`config.mk`:
```
export PLATFORM = sky130hd
export DESIGN_NAME = positional_list_engine
export DESIGN_NICKNAME = d
export VERILOG_FILES = /design/src/hdl/plist_pkg.sv /design/src/hdl/plist_cell.sv /design/src/hdl/positional_list_engine.sv
export SDC_FILE = /design/constraint.sdc
export NUM_CORES = 1
export LEC_CHECK = 0
export BUFFER_PORTS_ARGS = -buffer_cell sky130_fd_sc_hd__buf_4
export CORE_ASPECT_RATIO = 1.1
export CORE_MARGIN = 1.5
export CORE_UTILIZATION = 45
export CTS_CLUSTER_DIAMETER = 150
export DETAILED_ROUTE_END_ITERATION = 10
export SLEW_MARGIN = 40
export SYNTH_ARGS = -nofsm -noshare
export SYNTH_HDL_FRONTEND = slang
export SYNTH_SLANG_ARGS = --single-unit
```
`constraint.sdc`:
```
create_clock -name clk_i -period 6.4 [get_ports clk_i]
set_input_delay 0 -clock clk_i [delete_from_list [all_inputs] [get_ports clk_i]]
set_output_delay 0 -clock clk_i [all_outputs]
set_load 0.05 [all_outputs]
```
`src/hdl/plist_pkg.sv`:
```
// ----------------------------------------------------------------------------
// plist_pkg
// Shared types and constants of the positional list engine.
// ----------------------------------------------------------------------------
package plist_pkg;

  localparam int DefCapacity = 16;
  localparam int MaxResults  = 16;
  localparam int ValueW      = 32;
  localparam int PosW        = 8;
  localparam int CountW      = 5;

  typedef enum logic [2:0] {
    OP_INS_FRONT = 3'd0,
    OP_INS_BACK  = 3'd1,
    OP_INS_AT    = 3'd2,
    OP_DEL_FRONT = 3'd3,
    OP_DEL_BACK  = 3'd4,
    OP_DEL_AT    = 3'd5,
    OP_DUMP      = 3'd6
  } op_e;

  typedef enum logic [1:0] {
    STATUS_OK     = 2'd0,
    STATUS_BADPOS = 2'd1,
    STATUS_FULL   = 2'd2,
    STATUS_EMPTY  = 2'd3
  } status_e;

  // Source select of one list cell
  typedef enum logic [1:0] {
    SEL_HOLD,
    SEL_LEFT,
    SEL_RIGHT,
    SEL_BUS
  } sel_e;

  typedef enum logic [1:0] {
    CMD_NONE,
    CMD_INSERT,
    CMD_DELETE,
    CMD_ROTATE
  } cmd_e;

  typedef enum logic {
    FSM_IDLE,
    FSM_DUMP
  } fsm_e;

  typedef struct packed {
    op_e                    op;
    logic signed [ValueW-1:0] value;
    logic [PosW-1:0]        position;
  } in_t;

  typedef struct packed {
    status_e                status;
    logic [CountW-1:0]      count;
    logic signed [ValueW-1:0] element;
    logic                   element_valid;
    logic                   last;
  } out_t;

endpackage

```
`src/hdl/plist_cell.sv`:
```
// ----------------------------------------------------------------------------
// plist_cell
// One list slot: loads from its left or right neighbor, the bus, or holds.
// ----------------------------------------------------------------------------
module plist_cell import plist_pkg::*; (
  input  logic                     clk_i,
  input  sel_e                     sel_i,
  input  logic signed [ValueW-1:0] left_i,
  input  logic signed [ValueW-1:0] right_i,
  input  logic signed [ValueW-1:0] bus_i,
  output logic signed [ValueW-1:0] data_o
);

  logic signed [ValueW-1:0] data_q, data_d;

  always_comb begin
    unique case (sel_i)
      SEL_LEFT:  data_d = left_i;
      SEL_RIGHT: data_d = right_i;
      SEL_BUS:   data_d = bus_i;
      default:   data_d = data_q;
    endcase
  end

  always_ff @(posedge clk_i) begin
    data_q <= data_d;
  end

  assign data_o = data_q;

endmodule

```
`src/hdl/positional_list_engine.sv`:
```
// ----------------------------------------------------------------------------
// positional_list_engine
// An edit result is registered: it is in the output register in the cycle after its beat.
// Edits are taken one per cycle while idle and the output is free; a dump of n
// elements emits min(n, MaxResults) beats, and input stalls until it is done.
// Reset clears the element count, the sequencer and the output valid; the
// cell contents are not cleared and are never read before being written.
// ----------------------------------------------------------------------------
module positional_list_engine import plist_pkg::*; #(
  parameter int CAPACITY = DefCapacity
) (
  input  logic clk_i,
  input  logic rst_ni,
  input  logic in_valid_i,
  output logic in_stall_o,
  input  in_t  in_beat_i,
  output logic out_valid_o,
  input  logic out_stall_i,
  output out_t out_beat_o
);

  localparam int OccW = $clog2(CAPACITY + 1);
  localparam int IdxW = $clog2(CAPACITY);
  // Compare width wide enough for the position field and the count plus one
  localparam int CW   = ((OccW > PosW) ? OccW : PosW) + 1;

  // Element count and dump sequencer
  logic [OccW-1:0] occ_q, occ_d;
  logic [OccW-1:0] step_q, step_d;
  fsm_e            state_q, state_d;

  // Output register
  logic out_valid_q, out_valid_d;
  out_t out_q, out_d;
  logic load_out;
  logic out_free;

  // Cell row
  logic signed [ValueW-1:0] cell_data [CAPACITY];
  sel_e                     cell_sel  [CAPACITY];
  logic signed [ValueW-1:0] bus;

  // Broadcast command to the row
  cmd_e            cmd;
  logic [IdxW-1:0] idx;

  logic in_accept;
  logic dump_emit;
  logic dump_adv;
  logic dump_last_step;

  logic [CW-1:0] pos_ext;
  logic [CW-1:0] occ_ext;
  logic [CW-1:0] step_ext;

  assign out_free   = !out_valid_q || !out_stall_i;
  assign in_stall_o = (state_q != FSM_IDLE) || !out_free;
  assign in_accept  = in_valid_i && !in_stall_o;

  assign pos_ext  = CW'(in_beat_i.position);
  assign occ_ext  = CW'(occ_q);
  assign step_ext = CW'(step_q);

  // Dump: emit the head while fewer than MaxResults beats went out, then
  // keep rotating silently so the ring comes back to its original order.
  assign dump_emit      = step_ext < CW'(MaxResults);
  assign dump_adv       = (state_q == FSM_DUMP) && (!dump_emit || out_free);
  assign dump_last_step = (step_ext + CW'(1)) == occ_ext;

  // Next state
  always_comb begin
    state_d = state_q;
    unique case (state_q)
      FSM_IDLE: begin
        if (in_accept && (in_beat_i.op == OP_DUMP) && (occ_q != '0)) begin
          state_d = FSM_DUMP;
        end
      end
      FSM_DUMP: begin
        if (dump_adv && dump_last_step) begin
          state_d = FSM_IDLE;
        end
      end
      default: state_d = FSM_IDLE;
    endcase
  end

  // Command decode and result build
  always_comb begin
    cmd      = CMD_NONE;
    idx      = '0;
    occ_d    = occ_q;
    step_d   = step_q;
    load_out = 1'b0;
    out_d    = '{status: STATUS_OK, count: '0, element: '0, element_valid: 1'b0,
                 last: 1'b1};

    unique case (state_q)
      FSM_IDLE: begin
        if (in_accept) begin
          unique case (in_beat_i.op)
            OP_INS_FRONT, OP_INS_BACK, OP_INS_AT: begin
              load_out = 1'b1;
              // Full check comes before the position check
              if (occ_q == OccW'(CAPACITY)) begin
                out_d.status = STATUS_FULL;
              end else if ((in_beat_i.op == OP_INS_AT) &&
                           ((pos_ext == '0) || (pos_ext > occ_ext + CW'(1)))) begin
                out_d.status = STATUS_BADPOS;
              end else begin
                cmd   = CMD_INSERT;
                occ_d = occ_q + OccW'(1);
                if (in_beat_i.op == OP_INS_FRONT) begin
                  idx = '0;
                end else if (in_beat_i.op == OP_INS_BACK) begin
                  idx = IdxW'(occ_q);
                end else begin
                  idx = IdxW'(pos_ext - CW'(1));
                end
              end
            end
            OP_DEL_FRONT, OP_DEL_BACK, OP_DEL_AT: begin
              load_out = 1'b1;
              // Empty check comes before the position check
              if (occ_q == '0) begin
                out_d.status = STATUS_EMPTY;
              end else if ((in_beat_i.op == OP_DEL_AT) &&
                           ((pos_ext == '0) || (pos_ext > occ_ext))) begin
                out_d.status = STATUS_BADPOS;
              end else begin
                cmd   = CMD_DELETE;
                occ_d = occ_q - OccW'(1);
                if (in_beat_i.op == OP_DEL_FRONT) begin
                  idx = '0;
                end else if (in_beat_i.op == OP_DEL_BACK) begin
                  idx = IdxW'(occ_q - OccW'(1));
                end else begin
                  idx = IdxW'(pos_ext - CW'(1));
                end
              end
            end
            OP_DUMP: begin
              step_d = '0;
              // Empty list: one beat with no element
              if (occ_q == '0) begin
                load_out     = 1'b1;
                out_d.status = STATUS_EMPTY;
              end
            end
            default: begin
              // Unused code: drop the beat, no result
            end
          endcase
          out_d.count = CountW'(occ_d);
        end
      end
      FSM_DUMP: begin
        if (dump_adv) begin
          cmd    = CMD_ROTATE;
          step_d = step_q + OccW'(1);
          if (dump_emit) begin
            load_out            = 1'b1;
            out_d.status        = STATUS_OK;
            out_d.count         = CountW'(occ_q);
            out_d.element       = cell_data[0];
            out_d.element_valid = 1'b1;
            out_d.last          = dump_last_step ||
                                  ((step_ext + CW'(1)) == CW'(MaxResults));
          end
        end
      end
      default: begin
      end
    endcase
  end

  // Per-cell select: each cell compares its own index with the command
  assign bus = (cmd == CMD_ROTATE) ? cell_data[0] : in_beat_i.value;

  always_comb begin
    for (int i = 0; i < CAPACITY; i++) begin
      cell_sel[i] = SEL_HOLD;
      unique case (cmd)
        CMD_INSERT: begin
          if (IdxW'(i) == idx) begin
            cell_sel[i] = SEL_BUS;
          end else if ((IdxW'(i) > idx) && (OccW'(i) <= occ_q)) begin
            cell_sel[i] = SEL_LEFT;
          end
        end
        CMD_DELETE: begin
          if ((IdxW'(i) >= idx) && ((OccW'(i) + OccW'(1)) < occ_q)) begin
            cell_sel[i] = SEL_RIGHT;
          end
        end
        CMD_ROTATE: begin
          // Advance the ring: head wraps around to the tail slot
          if ((OccW'(i) + OccW'(1)) < occ_q) begin
            cell_sel[i] = SEL_RIGHT;
          end else if ((OccW'(i) + OccW'(1)) == occ_q) begin
            cell_sel[i] = SEL_BUS;
          end
        end
        default: cell_sel[i] = SEL_HOLD;
      endcase
    end
  end

  for (genvar g = 0; g < CAPACITY; g++) begin : g_cell
    logic signed [ValueW-1:0] left_w;
    logic signed [ValueW-1:0] right_w;

    // Edge cells never pick the missing neighbor
    if (g == 0) begin : g_first
      assign left_w = bus;
    end else begin : g_left
      assign left_w = cell_data[g-1];
    end
    if (g == CAPACITY - 1) begin : g_end
      assign right_w = cell_data[g];
    end else begin : g_right
      assign right_w = cell_data[g+1];
    end

    plist_cell u_cell (
      .clk_i   (clk_i),
      .sel_i   (cell_sel[g]),
      .left_i  (left_w),
      .right_i (right_w),
      .bus_i   (bus),
      .data_o  (cell_data[g])
    );
  end

  // Hold the result until taken
  assign out_valid_d = out_free ? load_out : out_valid_q;

  always_ff @(posedge clk_i or negedge rst_ni) begin
    if (!rst_ni) begin
      state_q     <= FSM_IDLE;
      occ_q       <= '0;
      step_q      <= '0;
      out_valid_q <= 1'b0;
    end else begin
      state_q     <= state_d;
      occ_q       <= occ_d;
      step_q      <= step_d;
      out_valid_q <= out_valid_d;
    end
  end

  always_ff @(posedge clk_i) begin
    if (out_free && load_out) begin
      out_q <= out_d;
    end
  end

  assign out_valid_o = out_valid_q;
  assign out_beat_o  = out_q;

endmodule

```
-- Word level (Yosys, flattened, before mapping)
Index checks and enable logic that the tools add are counted.
- bits in registers: 565
- latch bits: 0
- memory bits (writable): 0
- ROM bits: 0
- bits of input ports: 47
- output and inout port bits: 43
- word-level logic and storage cells: 432
- memories kept: 0
- add/subtract/negate cells: 6
- $mul: 0
- divide/modulo/power cells: 0
- order comparisons: 67
- equal/unequal tests: 93
- shifts and indexed selects: 0
- muxes and demuxes: 160
- bitwise gates (word level): 1
- reduce and logical (&&, ||, !) cells: 80
- operator list (cell ; number):
    one-hot mux 32 bit (3 select lines) ; 14
    2-to-1 mux 2 bit ; 71
    one-hot mux 32 bit (2 select lines) ; 2
    one-hot mux 2 bit (3 select lines) ; 17
    2-to-1 mux 39 bit ; 2
    equality test 2 bit (second input constant) ; 33
    nonzero test 3 bit ; 14
    equality test 4 x 5 -> 1 bit (first input constant) ; 8
    less-or-equal comparator 4 x 5 -> 1 bit (first input constant) ; 8
    logical AND 1 bit ; 40
    less-than comparator 4 x 5 -> 1 bit (first input constant) ; 8
    2-to-1 mux 4 bit ; 10
    2-to-1 mux 5 bit ; 7
    equality test 2 x 1 -> 1 bit (second input constant) ; 17
    equality test 4 bit (first input constant) ; 8
    >= comparator 4 bit (first input constant) ; 8
    greater-than comparator 4 bit (first input constant) ; 8
    2-to-1 mux 32 bit ; 1
    2-to-1 mux 1 bit ; 26
    equality test 3 x 5 -> 1 bit (first input constant) ; 4
    less-or-equal comparator 3 x 5 -> 1 bit (first input constant) ; 4
    less-than comparator 3 x 5 -> 1 bit (first input constant) ; 4
    one-hot mux 5 bit (2 select lines) ; 2
    equality test 3 x 4 -> 1 bit (first input constant) ; 4
    other kinds (50) ; 87

-- Logic depth before layout (Yosys ltp)
- word-level depth: 17
- depth in mapped cells: 19
- mapped depth without buffers: 14

-- By module
Synthesis repeated with hierarchy kept, for this count alone.
- cell total of the unflattened synthesis: 2861
- area total of the unflattened synthesis: 31485.2 um2
- modules (own cells, without submodules) (module ; times used ; cells an instance ; area each (um2)):
    plist_cell ; 16 ; 140 ; 1672.9
    positional_list_engine ; 1 ; 621 ; 4719.5

-- Worst setup path after synthesis
No wires, ideal clock.
- path type: register to register
- start: register occ_q[0]
- end: register g_cell[10].u_cell.data_q[0] (enable)
- setup time: 0.470 ns
- arrival: 5.684 ns
- required time: 5.930 ns
- path slack: 0.246 ns
- cell stages (with the launch flop): 14
- path buffers: 2
- period minus slack after synthesis: 6.154 ns
- cell sequence: dfrtp_1 -> clkbuf_1 -> clkinv_1 -> nor2_1 -> nand2_1 -> xnor2_1 -> ha_1 -> nor4bb_1 -> nand4_1 -> o21a_1 -> o31a_1 -> or3_1 -> clkbuf_1 -> o31ai_1
- word-level cells in the longest chain between the ends: 16
- elaborated cells between the ends (all ways): 49
- those cells by class: 2 x add/sub; 6 x order compare; 9 x eq/ne; 24 x mux; 8 x reduce/logical
- RTL lines (item ; line ; source):
    start, declared ; positional_list_engine.sv:28 ; logic [OccW-1:0] occ_q, occ_d;
    start signal, assigned ; positional_list_engine.sv:241 ; occ_q <= '0;
    start signal, assigned ; positional_list_engine.sv:246 ; occ_q <= occ_d;
    adder 5 x 1 -> 6 bit ; positional_list_engine.sv:108 ; ((pos_ext == '0) || (pos_ext > occ_ext + CW'(1)))) begin
    greater-than comparator 8 x 6 -> 1 bit ; positional_list_engine.sv:108 ;
    logical OR 1 bit ; positional_list_engine.sv:108 ;
    logical AND 1 bit ; positional_list_engine.sv:107 ; end else if ((in_beat_i.op == OP_INS_AT) &&
    2-to-1 mux 4 bit ; positional_list_engine.sv:107 ;
    2-to-1 mux 4 bit ; positional_list_engine.sv:105 ; if (occ_q == OccW'(CAPACITY)) begin
    one-hot mux 4 bit (2 select lines) ; positional_list_engine.sv:101 ; unique case (in_beat_i.op)
    2-to-1 mux 4 bit ; positional_list_engine.sv:100 ; if (in_accept) begin
    2-to-1 mux 4 bit ; positional_list_engine.sv:98 ; unique case (state_q)
    greater-than comparator 4 bit ; positional_list_engine.sv:187 ; end else if ((IdxW'(i) > idx) && (OccW'(i) <= occ_q)) begin
    logical AND 1 bit ; positional_list_engine.sv:187 ;
    2-to-1 mux 1 bit ; positional_list_engine.sv:187 ;
    2-to-1 mux 2 bit ; positional_list_engine.sv:185 ; if (IdxW'(i) == idx) begin
    one-hot mux 2 bit (3 select lines) (*) ; positional_list_engine.sv:183 ; unique case (cmd)
    equality test 2 x 1 -> 1 bit / equality test 2 bit (equally long branches) ; plist_cell.sv:17 ; unique case (sel_i)
    nonzero test 3 bit (no source line) (*) ; -- ;
    end signal, assigned ; plist_cell.sv:26 ; data_q <= data_d;
    end, declared ; plist_cell.sv:14 ; logic signed [ValueW-1:0] data_q, data_d;
Mark *: on every way between the ends. The rest lies on a longest branch, timed or not.
A chain may end at the register's enable or synchronous reset.

-- Worst setup path in the final report
- start: register occ_q[1]
- end: register g_cell[10].u_cell.data_q[3] (enable)
Same word-level chain as after synthesis.

==> results.md <==
* Worst-Skew Late Latency at 0.63 ns
* Wirelength per Cell at 25.6 um
* Status: finished clean
* Sink Count at 565
* Cell breakdown of the critical path: inv_1, nor2_1, nand2_1, xnor2_1, ha_1, nor4bb_1, o211a_1, o211ai_2, nand3b_1, and2_1, a21oi_1, o311a_1, buf_4, o31ai_4, buf_4
* Worst rel slew slack at 42.8%
* Post-synthesis register bit count at 565
* RSZ-0062 raised after global routing: false
* Worst-path maximum fanout at 33
* Simple-Gate Fraction of Synth Area at 13.4%
* Mapped Nets at 2720
* Die Span Y at 269 um
* Synth area leaders: edfxtp_1 (57%), a221o_1 (8.8%), nor2_1 (6.4%)
* Total number of vias at 22900
* Multiplexer area fraction after synthesis at 2.33%
* Crit start category: register
* DP HPWL at 66300 um
* Total of max-cap violations at 0
* Die ar. at 0.0657 mm^2
* Critical Path AT at 6.04 ns
* XOR/XNOR Fraction of Synth Area at 0.364%
* Final Wtd Congestion at 0.940
* WP buf/inv at 3
* Synth Warn # at 0
* Initial Util at 45.4%
* Top Ports at 90
* Highest ir drop seen on vdd at 420 uV
* Setup Skew at 0.0371 ns
* Most frequent cells in the layout: edfxtp_1 (553), nor2_1 (483), nand2_1 (291)
* Share of synthesized flip-flops with an asynchronous set or reset at 2.12%
* Initial DRC Count at 2074
* Post-synth top area cell: edfxtp_1
* Core area at 0.0636 mm^2
* Mapped Area at 0.0289 mm^2
* Critical Setup Path Class: reg2reg
* FMAX at 173 MHz
* Tot Pwr at 15.9 mW
* First-pass GRT wire length at 142000 um
* Critical path's most frequent cell: buf_4
* Hold Crit Class: in2reg
* GRT Total Usage at 28.0%
* DRT Pass-1 Iters at 7
* Vias per inst at 6.29
* Total negative setup slack at 0 ns
* Mean Syn Cell Area at 10.9 um^2
* Yosys cell types at 92
* Min Tclk post-route at 5.78 ns
* Critical-path top delay cell: dfrtp_1
* Most common cell after layout, fill and taps aside: edfxtp_1
* Row cnt at 97
* Main synth FF type: edfxtp_1
* Fill cells at 5677
* Final setup viols at 0
* Clock root cell: clkbuf_16
* Share of the synthesized area in the top cell type at 57.5%
* Overflow after GRT at 0
* Register area share after synthesis at 58.5%
* Final Hold Violating Endpoints at 0
* Clk slew on worst S/H paths at 0.06 ns
* Die Width at 245 um
* Antenna viol nets, final at 0
* Worst Path Required at 6.66 ns
* DRC Markers at 0
* EDFF count, synth at 553
* Family with the most delay on the worst path: simple AND/OR/NAND/NOR gates
* Leakage power at 12.0 nW
* Largest net degree at the start of global routing at 65
* Inserted Clock Buffers at 61
* Vias in the first global route at 24100
* Antenna fix cells at 0
* Actual slew at the worst max-slew pin at 0.858 ns
* Layout cells sized above 1 at 12.6%
* CTS max path bufs at 3
* Final period util at 90.3%
* Combinational family with the most area after synthesis: compound AO/OA/AOI/OAI gates
* Compound-gate portion of the synthesized area at 21.1%
* H-tree levels at 2
* Total Wirelength at 93400 um
* IO buf count at 89
* Initial antenna violation count at 0
* Worst Setup End Kind: register
* Worst path max stage delay at 0.75 ns
* Post-Synth Adder-Cell Area at 0.823%
* Final core area utilization at 52.1%
* CTS tree: built
* Nets at 2819
* Setup Fix Bufs, Post-CTS at 0
* Max-slew violations at 0
* Area Overhead vs Synth at 14.8%
* Mapped Cells at 2654
* Power per Cell Area at 478 mW/mm^2
-- area by class of cell --
class	instances	area, um^2	area share, %
clock buffer	74	1600	4.82
clock inverter	38	292	0.879
inverter	47	176	0.532
multi-input combinational	1841	11200	33.9
sequential	565	16900	51.0
tap	841	1050	3.17
timing repair buffer	237	1900	5.72
-- sequential cells by signal, summed over array words and instances (netlist names) --
| signal | flops |
|---|---|
| occ_q | 5 |
| g_cell.u_cell.data_o | 512 |
| state_q | 1 |
| out_beat_o | 41 |
| out_valid_o | 1 |
| step_q | 5 |
-- worst reg2reg max path: stages, from the launching register on --
cell,delay [ns]
dfrtp_1,0.75
inv_1,0.13
nor2_1,0.56
nand2_1,0.34
xnor2_1,0.20
ha_1,0.30
nor4bb_1,0.30
o211a_1,0.24
o211ai_2,0.17
nand3b_1,0.24
and2_1,0.60
a21oi_1,0.26
o311a_1,0.45
buf_4,0.27
o31ai_4,0.16
buf_4,0.43
-- through the flow --
stage          worst slack (ns)  cells  hold WS (ns)  area [um^2]
2_1_floorplan             0.246   2654        -0.296        28900
3_3_place_gp              0.716   3489        -0.150        30800
3_5_place_dp              0.703   3493        -0.147        30900
4_1_cts                   0.662   3643        0.0227        33100
5_1_grt                   0.256   3643        0.0828        33100
6_report                  0.622   3643        0.0624        33100
-- per-layer routing --
layer / wire (um) / GRT usage, %
met1: 34700 / 31.7
met2: 49800 / 52.0
met3: 4020 / 3.03
met4: 4960 / 14.7
met5: 0 / 0
-- where the power goes --
part	switching (mW)	internal, mW
clock network	1.50	1.92
logic	3.80	1.93
registers	0.778	5.92
-- worst paths after layout --
| check | slack [ns] | to | start | cells past startpoint |
|---|---|---|---|---|
| min | 0.06 | occ_q[4] | in_beat_i[41] | 4 |
| max reg2reg | 0.62 | g_cell[10].u_cell.data_o[3] | occ_q[1] | 15 |
| min in group asynchronous | 0.43 | occ_q[3] | rst_ni | 3 |
| max | 0.62 | g_cell[10].u_cell.data_o[3] | occ_q[1] | 15 |
| max in group asynchronous | 5.59 | step_q[4] | rst_ni | 3 |
| min reg2reg | 0.54 | step_q[1] | step_q[1] | 1 |
-- Yosys cell counts (all sizes together), types with 13 or more instances --
master / n
and2: 43
buf: 58
a21oi: 103
edfxtp: 553
a222oi: 32
nand3: 20
o2bb2ai: 33
nor3: 13
inv: 44
clkbuf: 143
nor2: 492
nand2: 292
ha: 19
o21ai: 293
mux2i: 65
a221o: 254
-- what timing repair did --
item / CTS / global route
resized for setup: 0 / 0
hold buffers: 38 / 0
hold endpoints to repair: 88 / 0
setup endpoints to repair: 0 / 0
-- logic make-up (layout without fill, tap and decap cells) --
group	after synthesis	in the layout
AO/OA/AOI/OAI	823	823
flip-flops	565	565
XOR/XNOR	12	12
multiplexers	67	67
adder cells (fa/ha/maj)	19	19
AND/OR/NAND/NOR	920	920
buffers and inverters	248	396
Power figures use the tool's default switching activity.
